**src/sv/affine_2d_transform_builder_top_defines.svh**
```systemverilog
//----------------------------------------------------------------------------
// Assertion macros for the affine transform builder
// Short forms for the clocked assertions used across the RTL folder.
//----------------------------------------------------------------------------
`ifndef AFFINE_2D_TRANSFORM_BUILDER_TOP_DEFINES_SVH
`define AFFINE_2D_TRANSFORM_BUILDER_TOP_DEFINES_SVH

// Condition holds at every edge outside reset.
`define A2T_ASSERT_HOLDS(label, clk, rst_n, cond, msg) \
    label: assert property (@(posedge clk) disable iff (!rst_n) (cond)) \
        else $error(msg);

// Antecedent implies consequent in the same cycle.
`define A2T_ASSERT_IMPLIES(label, clk, rst_n, ante, cons, msg) \
    label: assert property (@(posedge clk) disable iff (!rst_n) (ante) |-> (cons)) \
        else $error(msg);

`endif

```
**src/sv/a2t_pkg.sv**
```systemverilog
//----------------------------------------------------------------------------
// a2t_pkg
// Types, constants and helpers shared by the affine transform builder.
//----------------------------------------------------------------------------
package a2t_pkg;

    localparam int ANG_W      = 32;  // angle in units of 2^-22 degree
    localparam int XY_W       = 33;  // CORDIC x, y, Q2.30 plus guard bit
    localparam int ATAN_W     = 28;
    localparam int MAX_STAGES = 24;

    localparam logic signed [XY_W-1:0]  KGAIN  = 33'sd652032874;
    localparam logic signed [ANG_W:0]   DEG90  = 33'sd377487360;
    localparam logic signed [ANG_W:0]   DEG180 = 33'sd754974720;
    localparam logic signed [ANG_W:0]   DEG360 = 33'sd1509949440;

    localparam logic signed [31:0] T_MAX = 32'sh7FFF_FFFF;
    localparam logic signed [31:0] T_MIN = 32'sh8000_0000;

    typedef struct packed {
        logic signed [31:0] px;
        logic signed [31:0] py;
        logic signed [23:0] sx;
        logic signed [23:0] sy;
        logic signed [25:0] rot;
        logic signed [31:0] qx;
        logic signed [31:0] qy;
    } t_req;

    // Operands that ride along with the rotation
    typedef struct packed {
        logic signed [23:0] sx;
        logic signed [23:0] sy;
        logic signed [31:0] qx;
        logic signed [31:0] qy;
        logic signed [31:0] ax;
        logic signed [31:0] ay;
        logic               ovf;
        logic               neg;
    } t_side;

    typedef struct packed {
        logic signed [XY_W-1:0]  x;
        logic signed [XY_W-1:0]  y;
        logic signed [ANG_W-1:0] z;
        t_side                   side;
    } t_rot;

    typedef struct packed {
        logic signed [23:0] m00;
        logic signed [23:0] m01;
        logic signed [23:0] m10;
        logic signed [23:0] m11;
        logic signed [31:0] tx;
        logic signed [31:0] ty;
        logic               ovf;
    } t_res;

    // atan(2^-i) in degrees, units of 2^-22 degree
    function automatic logic [ATAN_W-1:0] atan_deg(input int unsigned idx);
        logic [ATAN_W-1:0] v;
        case (idx)
            0:       v = 28'd188743680;
            1:       v = 28'd111421900;
            2:       v = 28'd58872272;
            3:       v = 28'd29884485;
            4:       v = 28'd15000234;
            5:       v = 28'd7507429;
            6:       v = 28'd3754631;
            7:       v = 28'd1877430;
            8:       v = 28'd938729;
            9:       v = 28'd469366;
            10:      v = 28'd234683;
            11:      v = 28'd117342;
            12:      v = 28'd58671;
            13:      v = 28'd29335;
            14:      v = 28'd14668;
            15:      v = 28'd7334;
            16:      v = 28'd3667;
            17:      v = 28'd1833;
            18:      v = 28'd917;
            19:      v = 28'd458;
            20:      v = 28'd229;
            21:      v = 28'd115;
            22:      v = 28'd57;
            23:      v = 28'd29;
            default: v = '0;
        endcase
        return v;
    endfunction

    // Clamp to 32 bits signed; bit 32 of the result flags a clamp
    function automatic logic [32:0] sat32(input logic signed [39:0] v);
        logic [32:0] r;
        if (v > 40'sh00_7FFF_FFFF) begin
            r = {1'b1, T_MAX};
        end else if (v < -40'sh00_8000_0000) begin
            r = {1'b1, T_MIN};
        end else begin
            r = {1'b0, v[31:0]};
        end
        return r;
    endfunction

endpackage

```
**src/sv/a2t_cell.sv**
```systemverilog
//----------------------------------------------------------------------------
// a2t_cell
// One CORDIC rotation micro-step with its own pipeline register.
//----------------------------------------------------------------------------
`include "affine_2d_transform_builder_top_defines.svh"

module a2t_cell #(
    parameter int IDX = 0
) (
    input  logic            i_clk,
    input  logic            i_rst_n,
    input  logic            i_valid,
    output logic            o_ready,
    input  a2t_pkg::t_rot   i_rot,
    output logic            o_valid,
    input  logic            i_ready,
    output a2t_pkg::t_rot   o_rot
);

    logic                             r_v;
    a2t_pkg::t_rot                    r_rot;
    a2t_pkg::t_rot                    n_rot;
    logic signed [a2t_pkg::XY_W-1:0]  w_dx, w_dy;
    logic signed [a2t_pkg::ANG_W-1:0] w_step;

    assign o_ready = !r_v || i_ready;

    always_comb begin
        w_dx   = i_rot.y >>> IDX;
        w_dy   = i_rot.x >>> IDX;
        w_step = $signed({{(a2t_pkg::ANG_W - a2t_pkg::ATAN_W){1'b0}}, a2t_pkg::atan_deg(IDX)});
        n_rot  = i_rot;
        // rotate toward zero residual angle
        if (!i_rot.z[a2t_pkg::ANG_W-1]) begin
            n_rot.x = i_rot.x - w_dx;
            n_rot.y = i_rot.y + w_dy;
            n_rot.z = i_rot.z - w_step;
        end else begin
            n_rot.x = i_rot.x + w_dx;
            n_rot.y = i_rot.y - w_dy;
            n_rot.z = i_rot.z + w_step;
        end
    end

    always_ff @(posedge i_clk) begin
        if (!i_rst_n) begin
            r_v <= 1'b0;
        end else if (o_ready) begin
            r_v <= i_valid;
        end
    end

    always_ff @(posedge i_clk) begin
        if (o_ready) begin
            r_rot <= n_rot;
        end
    end

    assign o_valid = r_v;
    assign o_rot   = r_rot;

    `A2T_ASSERT_IMPLIES(a_xy_headroom, i_clk, i_rst_n, r_v,
        r_rot.x[a2t_pkg::XY_W-1] == r_rot.x[a2t_pkg::XY_W-2] && r_rot.y[a2t_pkg::XY_W-1] == r_rot.y[a2t_pkg::XY_W-2], "CORDIC vector out of range")

endmodule

```
**config.mk**
```make
export PLATFORM = sky130hd
export DESIGN_NAME = a2t_cell
export DESIGN_NICKNAME = d
export VERILOG_FILES = /design/src/sv/a2t_pkg.sv /design/src/sv/a2t_cell.sv
export VERILOG_INCLUDE_DIRS = /design/src /design/src/sv
export SDC_FILE = /design/constraint.sdc
export NUM_CORES = 1
export LEC_CHECK = 0
export ABC_AREA = 1
export BUFFER_PORTS_ARGS = -buffer_cell sky130_fd_sc_hd__buf_4
export CORE_AREA = 2 2 220 222
export DETAILED_ROUTE_END_ITERATION = 12
export DIE_AREA = 0 0 222 224
export GPL_ROUTABILITY_DRIVEN = 0
export PLACE_DENSITY_LB_ADDON = 0.15
export REMOVE_ABC_BUFFERS = 1
export SLEW_MARGIN = 25
export SYNTH_ARGS = -nofsm -noshare
export SYNTH_HDL_FRONTEND = slang
export SYNTH_SLANG_ARGS = --single-unit
```
**constraint.sdc**
```tcl
create_clock -name i_clk -period 9.88 [get_ports i_clk]
set_input_delay 1.976 -clock i_clk [delete_from_list [all_inputs] [get_ports i_clk]]
set_output_delay 1.976 -clock i_clk [all_outputs]
set_load 0.005 [all_outputs]
```
==> summary.txt <==
Logic synthesis
  – Yosys reg bits: 276
  – Ys async rst share: 0%
  – Mapped cell area: 16400 um2
  – EDFF count, synth: 275
  – Top-count cell post-synth: nand2_1
  – Most used flip-flop cell after synthesis: edfxtp_1
  – Yosys top cell area share: 50.3%
  – Ys Warns: 0
  – Post-synthesis sequential area ratio: 50.4%
  – Synth cell count leaders: 648 x nand2_1, 344 x inv_1, 275 x edfxtp_1, 166 x nand3_1, 104 x ha_1
  – Top cell type by total area after synthesis: edfxtp_1
  – Post-Synthesis Cells: 1937
  – Syn Area/Cell: 8.47 um2
  – Synth cell types: 37
  – Synth area leaders: edfxtp_1 50%, nand2_1 15%, ha_1 7.9%, inv_1 7.9%, nand3_1 5.1%

Cells and area
  – Post-Layout Inst Area: 22300 um2
  – Layout area overhead: 35.8%
  – Layout cells sized above 1: 26.8%
  – Fin cells: 3131
  – Nets: 2879

Power
  – Sw Share: 28.7%
  – Pwr Total: 3560 uW
  – Clock share of power: 35.3%
  – Combinational Power Share: 23.5%
  – Maximum vdd ir drop: 0.128 mV
  – Flop pwr share: 41.2%
  – Leak Pwr: 0.0113 uW
  – Psw: 1020 uW
  – Cell Int Power: 2540 uW
  – PD cells: 159 nW/um2

GRT
  – Vias in the first global route: 14600
  – Grt total ovfl: 0
  – Antenna violations before repair: 8
  – Largest net degree at the start of global routing: 78
  – Total GRT Usage: 24.4%
  – First-pass GRT wire length: 90600 um

Die
  – Core area: 47300 um2
  – Die Area: 49700 um2
  – Row count: 80
  – Initial Utilization: 34.7%
  – Die width: 222 um
  – Top Ports: 558
  – Die Y: 224 um

STA
  – Setup violations, final: 0
  – Fin. max-slew vios: 0
  – Hold Vio Cnt, Final: 0
  – Minimum clock period: 4730 ps
  – FMAX: 212 MHz
  – Hold Slack: 1050 ps
  – RSZ-0062 raised after global routing: no
  – Clock Skew: 9.29 ps
  – Slew of the pin with the lowest slew margin: 822 ps
  – Final Cycle Share: 47.8%
  – Setup TNS: 0 ps
  – Max-slew headroom: 45.2%

Clocking
  – Total clock sinks: 276
  – Clock transition at path regs: 60 ps
  – Post_cts resized: 0
  – CTS tree: yes
  – Number of CTS-inserted buffers: 31
  – Clock latency on the worst-skew pair: 570 ps
  – # Post-CTS Setup Buffers: 0
  – Root Driver: clkbuf_16
  – CTS HTree Levels: 1
  – CTS Hold Bufs: 0
  – Clock buffer depth: 3

Worst setup path
  – Setup slack, reg-to-reg: 6530 ps
  – Worst setup path class: in2out
  – Crit path arrival time: 2750 ps
  – Startpoint Class: primary input
  – Critical Path RT: 7900 ps
  – Worst setup EP type: output port
  – Crit-path max FO: 36

Placement
  – DPL Wire Length: 51600 um
  – Port bufs: 557
  – Inst Count DP: 3072
  – Placed cell area: 21200 um2

Routing
  – DR pass1 iterations: 5
  – Remaining DRCs: 0
  – Routed WL: 62500 um
  – Final antenna-violating net count: 0
  – Post-DR vias/cell: 4.78
  – Number of DRC markers in iteration 0: 1068
  – Routed len/inst: 20.0 um
  – Vias: 15000

Outcome
  – Status: finished clean

Run
  – Max_cap viols: 0

Hold path
  – Hold Path Class: reg2reg
[per-stage QoR]
step	util, %	setup slack (ps)
2_1_floorplan	-	73.0
3_3_place_gp	44.7	4810
3_5_place_dp	44.7	4770
4_1_cts	47.0	5130
5_1_grt	47.1	5090
6_report	47.1	5150
[registers in the layout (all words and copies together) (netlist names)]
| name | flops |
|---|---|
| o_rot | 275 |
| o_valid | 1 |
[cells in the final DEF, fill, tap and decap left out, types with 5 or more instances in the layout]
master / instances
inv_1: 344
nand2_1: 647
buf_4: 564
edfxtp_1: 275
nor2_2: 14
xor2_1: 30
nor2_1: 100
ha_1: 104
bufinv_16: 7
inv_2: 11
nand4_1: 16
a21oi_1: 76
nor3_1: 5
o21bai_1: 13
nand2_2: 18
o21ai_0: 35
nand3_1: 166
clkbuf_16: 31
nor3_2: 5
[per-layer routing]
| layer | GRT usage, % | routed length [um] |
|---|---|---|
| met5 | 0 | 69 |
| met4 | 7.13 | 1810 |
| met3 | 4.33 | 3830 |
| met2 | 42.9 | 30700 |
| met1 | 30.6 | 26100 |
[final timing paths]
path	from	end	depth (start not counted)
setup reg to reg	o_valid$_SDFFE_PN0P_	o_rot[122]$_DFFE_PP_	4
hold / removal	o_valid$_SDFFE_PN0P_	o_rot[261]$_DFFE_PP_	1
setup / recovery	i_ready	o_ready	4
hold reg to reg	o_valid$_SDFFE_PN0P_	o_rot[261]$_DFFE_PP_	1
[logic make-up (layout without fill, tap and decap cells)]
group	count (synthesis)	in the layout	share of synthesized area (%)
fa+ha+maj	108	108	8.42
compound gates	142	142	4.70
xor+xnor	31	31	1.65
flops	276	276	50.4
buf+inv	399	977	9.73
other cells	0	1	0
simple gates	981	981	25.1
[power groups by stage]
stage               logic, uW  clock network [uW]  registers, uW
floorplan                 369                   0           1510
global placement          826                   0           1490
detailed placement        834                   0           1490
CTS                       840                1280           1470
global route              916                1330           1480
finish                    836                1260           1460
[worst max-delay path, stage by stage]
cell	delay (ps)
buf_4	100
inv_1	80
nand2_4	280
buf_4	270
[final cells by class]
cell class | count | area (um2)
diodes | 1 | 2.50
clock buffers | 33 | 783
clock inverters | 24 | 323
fillers | 4625 | 25100
inverters | 355 | 1330
multi-input cells | 1262 | 6550
flip-flops and latches | 276 | 8280
well taps | 615 | 769
repair buffers | 565 | 4260
Note: power is estimated with default switching activity, not from simulation.
