[src/sv/affine_2d_transform_builder_top_defines.svh]
//----------------------------------------------------------------------------
// Assertion macros for the affine transform builder
// Short forms for the clocked assertions used across the RTL folder.
//----------------------------------------------------------------------------
`ifndef AFFINE_2D_TRANSFORM_BUILDER_TOP_DEFINES_SVH
`define AFFINE_2D_TRANSFORM_BUILDER_TOP_DEFINES_SVH

// Condition holds at every edge outside reset.
`define A2T_ASSERT_HOLDS(label, clk, rst_n, cond, msg) \
    label: assert property (@(posedge clk) disable iff (!rst_n) (cond)) \
        else $error(msg);

// Antecedent implies consequent in the same cycle.
`define A2T_ASSERT_IMPLIES(label, clk, rst_n, ante, cons, msg) \
    label: assert property (@(posedge clk) disable iff (!rst_n) (ante) |-> (cons)) \
        else $error(msg);

`endif

[src/sv/a2t_pkg.sv]
//----------------------------------------------------------------------------
// a2t_pkg
// Types, constants and helpers shared by the affine transform builder.
//----------------------------------------------------------------------------
package a2t_pkg;

    localparam int ANG_W      = 32;  // angle in units of 2^-22 degree
    localparam int XY_W       = 33;  // CORDIC x, y, Q2.30 plus guard bit
    localparam int ATAN_W     = 28;
    localparam int MAX_STAGES = 24;

    localparam logic signed [XY_W-1:0]  KGAIN  = 33'sd652032874;
    localparam logic signed [ANG_W:0]   DEG90  = 33'sd377487360;
    localparam logic signed [ANG_W:0]   DEG180 = 33'sd754974720;
    localparam logic signed [ANG_W:0]   DEG360 = 33'sd1509949440;

    localparam logic signed [31:0] T_MAX = 32'sh7FFF_FFFF;
    localparam logic signed [31:0] T_MIN = 32'sh8000_0000;

    typedef struct packed {
        logic signed [31:0] px;
        logic signed [31:0] py;
        logic signed [23:0] sx;
        logic signed [23:0] sy;
        logic signed [25:0] rot;
        logic signed [31:0] qx;
        logic signed [31:0] qy;
    } t_req;

    // Operands that ride along with the rotation
    typedef struct packed {
        logic signed [23:0] sx;
        logic signed [23:0] sy;
        logic signed [31:0] qx;
        logic signed [31:0] qy;
        logic signed [31:0] ax;
        logic signed [31:0] ay;
        logic               ovf;
        logic               neg;
    } t_side;

    typedef struct packed {
        logic signed [XY_W-1:0]  x;
        logic signed [XY_W-1:0]  y;
        logic signed [ANG_W-1:0] z;
        t_side                   side;
    } t_rot;

    typedef struct packed {
        logic signed [23:0] m00;
        logic signed [23:0] m01;
        logic signed [23:0] m10;
        logic signed [23:0] m11;
        logic signed [31:0] tx;
        logic signed [31:0] ty;
        logic               ovf;
    } t_res;

    // atan(2^-i) in degrees, units of 2^-22 degree
    function automatic logic [ATAN_W-1:0] atan_deg(input int unsigned idx);
        logic [ATAN_W-1:0] v;
        case (idx)
            0:       v = 28'd188743680;
            1:       v = 28'd111421900;
            2:       v = 28'd58872272;
            3:       v = 28'd29884485;
            4:       v = 28'd15000234;
            5:       v = 28'd7507429;
            6:       v = 28'd3754631;
            7:       v = 28'd1877430;
            8:       v = 28'd938729;
            9:       v = 28'd469366;
            10:      v = 28'd234683;
            11:      v = 28'd117342;
            12:      v = 28'd58671;
            13:      v = 28'd29335;
            14:      v = 28'd14668;
            15:      v = 28'd7334;
            16:      v = 28'd3667;
            17:      v = 28'd1833;
            18:      v = 28'd917;
            19:      v = 28'd458;
            20:      v = 28'd229;
            21:      v = 28'd115;
            22:      v = 28'd57;
            23:      v = 28'd29;
            default: v = '0;
        endcase
        return v;
    endfunction

    // Clamp to 32 bits signed; bit 32 of the result flags a clamp
    function automatic logic [32:0] sat32(input logic signed [39:0] v);
        logic [32:0] r;
        if (v > 40'sh00_7FFF_FFFF) begin
            r = {1'b1, T_MAX};
        end else if (v < -40'sh00_8000_0000) begin
            r = {1'b1, T_MIN};
        end else begin
            r = {1'b0, v[31:0]};
        end
        return r;
    endfunction

endpackage

[src/sv/a2t_pre.sv]
//----------------------------------------------------------------------------
// a2t_pre
// Angle folding into a quarter turn and pivot scaling ahead of the CORDIC.
//----------------------------------------------------------------------------
`include "affine_2d_transform_builder_top_defines.svh"

module a2t_pre (
    input  logic            i_clk,
    input  logic            i_rst_n,
    input  logic            i_valid,
    output logic            o_ready,
    input  a2t_pkg::t_req   i_req,
    output logic            o_valid,
    input  logic            i_ready,
    output a2t_pkg::t_rot   o_rot
);

    // stage A: fold angle, multiply pivot by scale
    logic                           r_va;
    logic signed [55:0]             r_prod_x, r_prod_y;
    logic signed [a2t_pkg::ANG_W-1:0] r_z;
    logic                           r_neg;
    logic signed [23:0]             r_sx, r_sy;
    logic signed [31:0]             r_qx, r_qy;

    // stage B: round and clamp the scaled pivot
    logic                           r_vb;
    a2t_pkg::t_rot                  r_rot;

    logic                           w_rdy_b;
    logic signed [a2t_pkg::ANG_W:0] w_a0, w_a1, w_a2;
    logic                           n_neg;
    logic signed [55:0]             n_prod_x, n_prod_y;
    logic signed [55:0]             w_rx, w_ry;
    logic [32:0]                    w_sat_x, w_sat_y;
    a2t_pkg::t_rot                  n_rot;

    assign w_rdy_b = !r_vb || i_ready;
    assign o_ready = !r_va || w_rdy_b;

    always_comb begin
        w_a0 = $signed({i_req.rot[25], i_req.rot, 6'b0});
        if (w_a0 > a2t_pkg::DEG180) begin
            w_a1 = w_a0 - a2t_pkg::DEG360;
        end else if (w_a0 < -a2t_pkg::DEG180) begin
            w_a1 = w_a0 + a2t_pkg::DEG360;
        end else begin
            w_a1 = w_a0;
        end
        if (w_a1 > a2t_pkg::DEG90) begin
            w_a2  = w_a1 - a2t_pkg::DEG180;
            n_neg = 1'b1;
        end else if (w_a1 < -a2t_pkg::DEG90) begin
            w_a2  = w_a1 + a2t_pkg::DEG180;
            n_neg = 1'b1;
        end else begin
            w_a2  = w_a1;
            n_neg = 1'b0;
        end
        n_prod_x = i_req.px * i_req.sx;
        n_prod_y = i_req.py * i_req.sy;
    end

    always_comb begin
        w_rx    = r_prod_x + 56'sd32768;
        w_ry    = r_prod_y + 56'sd32768;
        w_sat_x = a2t_pkg::sat32(w_rx[55:16]);
        w_sat_y = a2t_pkg::sat32(w_ry[55:16]);
        n_rot.x        = a2t_pkg::KGAIN;
        n_rot.y        = '0;
        n_rot.z        = r_z;
        n_rot.side.sx  = r_sx;
        n_rot.side.sy  = r_sy;
        n_rot.side.qx  = r_qx;
        n_rot.side.qy  = r_qy;
        n_rot.side.ax  = $signed(w_sat_x[31:0]);
        n_rot.side.ay  = $signed(w_sat_y[31:0]);
        n_rot.side.ovf = w_sat_x[32] | w_sat_y[32];
        n_rot.side.neg = r_neg;
    end

    always_ff @(posedge i_clk) begin
        if (!i_rst_n) begin
            r_va <= 1'b0;
            r_vb <= 1'b0;
        end else begin
            if (o_ready) begin
                r_va <= i_valid;
            end
            if (w_rdy_b) begin
                r_vb <= r_va;
            end
        end
    end

    always_ff @(posedge i_clk) begin
        if (o_ready) begin
            r_prod_x <= n_prod_x;
            r_prod_y <= n_prod_y;
            r_z      <= w_a2[a2t_pkg::ANG_W-1:0];
            r_neg    <= n_neg;
            r_sx     <= i_req.sx;
            r_sy     <= i_req.sy;
            r_qx     <= i_req.qx;
            r_qy     <= i_req.qy;
        end
        if (w_rdy_b) begin
            r_rot <= n_rot;
        end
    end

    assign o_valid = r_vb;
    assign o_rot   = r_rot;

    `A2T_ASSERT_IMPLIES(a_angle_folded, i_clk, i_rst_n, r_va,
        r_z <= a2t_pkg::DEG90 && r_z >= -a2t_pkg::DEG90, "angle not folded to quarter turn")
    `A2T_ASSERT_IMPLIES(a_ovf_on_rail, i_clk, i_rst_n, r_vb && r_rot.side.ovf,
        r_rot.side.ax == a2t_pkg::T_MAX || r_rot.side.ax == a2t_pkg::T_MIN || r_rot.side.ay == a2t_pkg::T_MAX || r_rot.side.ay == a2t_pkg::T_MIN, "overflow without clamped pivot")

endmodule

[config.mk]
export PLATFORM = sky130hd
export DESIGN_NAME = a2t_pre
export DESIGN_NICKNAME = d
export VERILOG_FILES = /design/src/sv/a2t_pkg.sv /design/src/sv/a2t_pre.sv
export VERILOG_INCLUDE_DIRS = /design/src /design/src/sv
export SDC_FILE = /design/constraint.sdc
export NUM_CORES = 2
export LEC_CHECK = 0
export BUFFER_PORTS_ARGS = -buffer_cell sky130_fd_sc_hd__buf_2
export CORE_ASPECT_RATIO = 1.5
export CORE_MARGIN = 2
export CORE_UTILIZATION = 58
export CTS_CLUSTER_SIZE = 25
export DETAILED_ROUTE_END_ITERATION = 7
export PLACE_DENSITY = 0.8
export SLEW_MARGIN = 20
export SYNTH_ARGS = -nofsm -noshare
export SYNTH_HDL_FRONTEND = slang
export SYNTH_SLANG_ARGS = --single-unit
export TNS_END_PERCENT = 1
[constraint.sdc]
create_clock -name i_clk -period 8.3 [get_ports i_clk]
set_input_delay 0.83 -clock i_clk [delete_from_list [all_inputs] [get_ports i_clk]]
set_output_delay 0.83 -clock i_clk [all_outputs]
set_load 0.01 [all_outputs]
==> flow_metrics.tcl <==
set metrics [dict create \
    status "completed" \
    final_nets 8998 \
    antenna_found_initial 13 \
    drtIter0Drc 3434 \
    netlist_instances 6600 \
    dieWidth_um 284.6 \
    worst_pin_slew_ns 0.9660 \
    insertion_delay_ns 0.64 \
    finalClockSkew_ns 0.04860 \
    avgRoutedWirePerCell_um 22.63 \
    htreeDepth 2 \
    routed_wl_um 193000 \
    netlist_area_sq_um 68500 \
    cts.sinks 427 \
    first_global_vias 53910 \
    die_area_sq_um 120900 \
    hpwl_um 157000 \
    register_area_sq_um 12800 \
    track_usage 0.3320 \
    grt_start_max_net_pins 89 \
    place_congestion 1.015 \
    synth_edf_count 425 \
    synth_top_area_cell "fa_1" \
    post_cts_resized 0 \
    initial_core_util 0.5838 \
    yosysUniqueCellTypes 80 \
    cap_violations 0 \
    maxSlewHeadroom 0.3560 \
    root_buffer "clkbuf_16" \
    drive_gt1_frac 0.09680 \
    finalSetupTns_ns 0 \
    yosys_warnings 0 \
    grt_pass1_wl_um 300000 \
    cp.arrival_ns 8.20 \
    setup_viol 0 \
    io_buffers 411 \
    drcViolationCount 0 \
    routed_via_density 5.652 \
    synthTopCellsByCount "fa_1, inv_1, nand2_1" \
    cp-end-kind "flip-flop" \
    multi_input_area_sq_um 48690 \
    syn2layout_area_growth_pct 8.049 \
    slew_viol_final 0 \
    path_class "in2reg" \
    fin_util 0.6308 \
    crit_top_cell "fa_1" \
    ys_seq_area_frac 0.1869 \
    hold_viol 0 \
    ctsHoldBuffers 0 \
    ant_nets 0 \
    cts_buffers 44 \
    clockBufferDepth 3 \
    ys_top_cells_by_area "fa_1, edfxtp_1, inv_1" \
    synthFlopType "edfxtp_1" \
    worst_path_largest_cell_delay_ns 0.83 \
    synth.avg_cell_area_sq_um 10.38 \
    fin_crit_sh 0.9472 \
    synth_most_common_cell "fa_1" \
    rsz0062_at_grt "false" \
    core_sq_um 117300 \
    drt-pass1-iter-count 6 \
    cts_setup_buffers 0 \
    cts_tree "done" \
    critPathRequiredTime_ns 8.64 \
    min_period_ns 7.861 \
    hold_ws_ns 0.3575 \
    critPathLaunchType "input port" \
    nFillCells 9224 \
    cpMaxStageDelayCell "fa_1" \
    pin_count 484 \
    synth_top_area_frac 0.4571 \
    placedInstanceArea_sq_um 72510 \
    clk_pin_slew_ns 0.07 \
    max_freq_mhz 127.2 \
    vias 48190 \
    hp-class "in2reg" \
    dieHeight_um 424.9 \
    synthArstFlopShare 0 \
    fin_area_sq_um 74020 \
    path_max_fanout 15 \
    synth_seq_cells 427 \
    row_count 154 \
    overflow 0 \
]
==> state kept, by name (all words and copies together), names as in the netlist <==
register,cells
o_rot,204
r_prod_x,41
r_prod_y,41
r_qx,32
r_qy,32
r_z,26
r_sx,24
r_sy,24
o_valid,1
r_neg,1
r_va,1
==> layer usage <==
metal	vias to the layer above	share of wire	global-route usage
li1	20050	-	-
met1	24710	0.31	0.3492
met2	2476	0.51	0.5743
met3	959	0.068	0.05198
met4	4	0.11	0.2989
met5	-	0.00012	0
==> path summary, 6_finish.rpt <==
check | cells after the start | end | slack (ns) | start
worst max-delay path | 25 | r_prod_x[55] | 0.44 | i_req[123]
worst min-delay path | 1 | r_qy[4] | 0.36 | i_req[4]
worst max register to register | 9 | o_rot[55] | 4.66 | r_prod_x[37]
worst min register to register | 0 | o_rot[175] | 0.39 | r_sx[21]
==> placed cells by master (no fill, tap or decap), types with 5 or more instances in the layout <==
cell type / synthesis / routed
nand3_1: 55 / 55
nor2_1: 116 / 116
conb_1: 2 / 72
nor2b_1: 41 / 41
clkbuf_1: 296 / 5
nand2_1: 833 / 832
or3_1: 7 / 7
inv_1: 1496 / 1495
a31oi_1: 13 / 13
fa_1: 1564 / 1564
and2_1: 727 / 727
edfxtp_1: 425 / 425
clkbuf_16: 0 / 44
ha_1: 299 / 299
a21o_1: 49 / 49
nand2b_1: 21 / 21
and4_1: 6 / 6
buf_4: 72 / 166
bufinv_16: 0 / 6
o22ai_1: 7 / 7
buf_2: 0 / 411
nor3_1: 30 / 30
o21ai_0: 108 / 108
o211ai_1: 7 / 7
o21bai_1: 12 / 12
clkinv_1: 0 / 9
a21oi_1: 75 / 75
xnor2_1: 98 / 98
clkinv_2: 0 / 5
xor2_1: 73 / 73
nand4_1: 30 / 30
and3_1: 21 / 21
a211oi_1: 13 / 13
o21a_1: 12 / 12
buf_12: 0 / 7
==> logic make-up (layout without fill, tap and decap cells) <==
kind of cell	Yosys count	count (layout)	synth area share
xor gates and xnor gates	171	171	0.02186
and+or+nand+nor	1908	1908	0.1388
buffers and inverters	1867	2160	0.1064
other	2	76	0.0001096
muxes	7	7	0.001096
adders and majority gates	1863	1863	0.5117
DFF	427	427	0.1869
AOI/OAI and AO/OA	355	355	0.03328
==> metrics by stage <==
stage | instances | worst slack (ns)
finish | 8527 | 0.4386
global route | 8524 | 0.2734
CTS | 8523 | 0.7037
detailed placement | 8443 | 0.09888
global placement | 8443 | 0.1647
floorplan | 6670 | 0.4617
==> critical path: cells and delay by family <==
family | cells | cell delay (ns)
compound gates | 7 | 1.59
xor+xnor | 1 | 0.08
fa+ha+maj | 8 | 4.21
buf+inv | 6 | 1.11
simple gates | 3 | 0.33
==> layout make-up <==
type,instances,share of cell area
sequential,427,0.1730
clock inverter,31,0.005156
tap,1560,0.02637
inverter,1496,0.07597
antenna,4,0.0001352
clock buffer,49,0.01513
multi-input combinational,4376,0.6578
timing repair buffer,584,0.04652
Power is left out: the tool's default activity adds up to more than one toggle a clock period on the data nets, which glitch-free logic cannot reach.
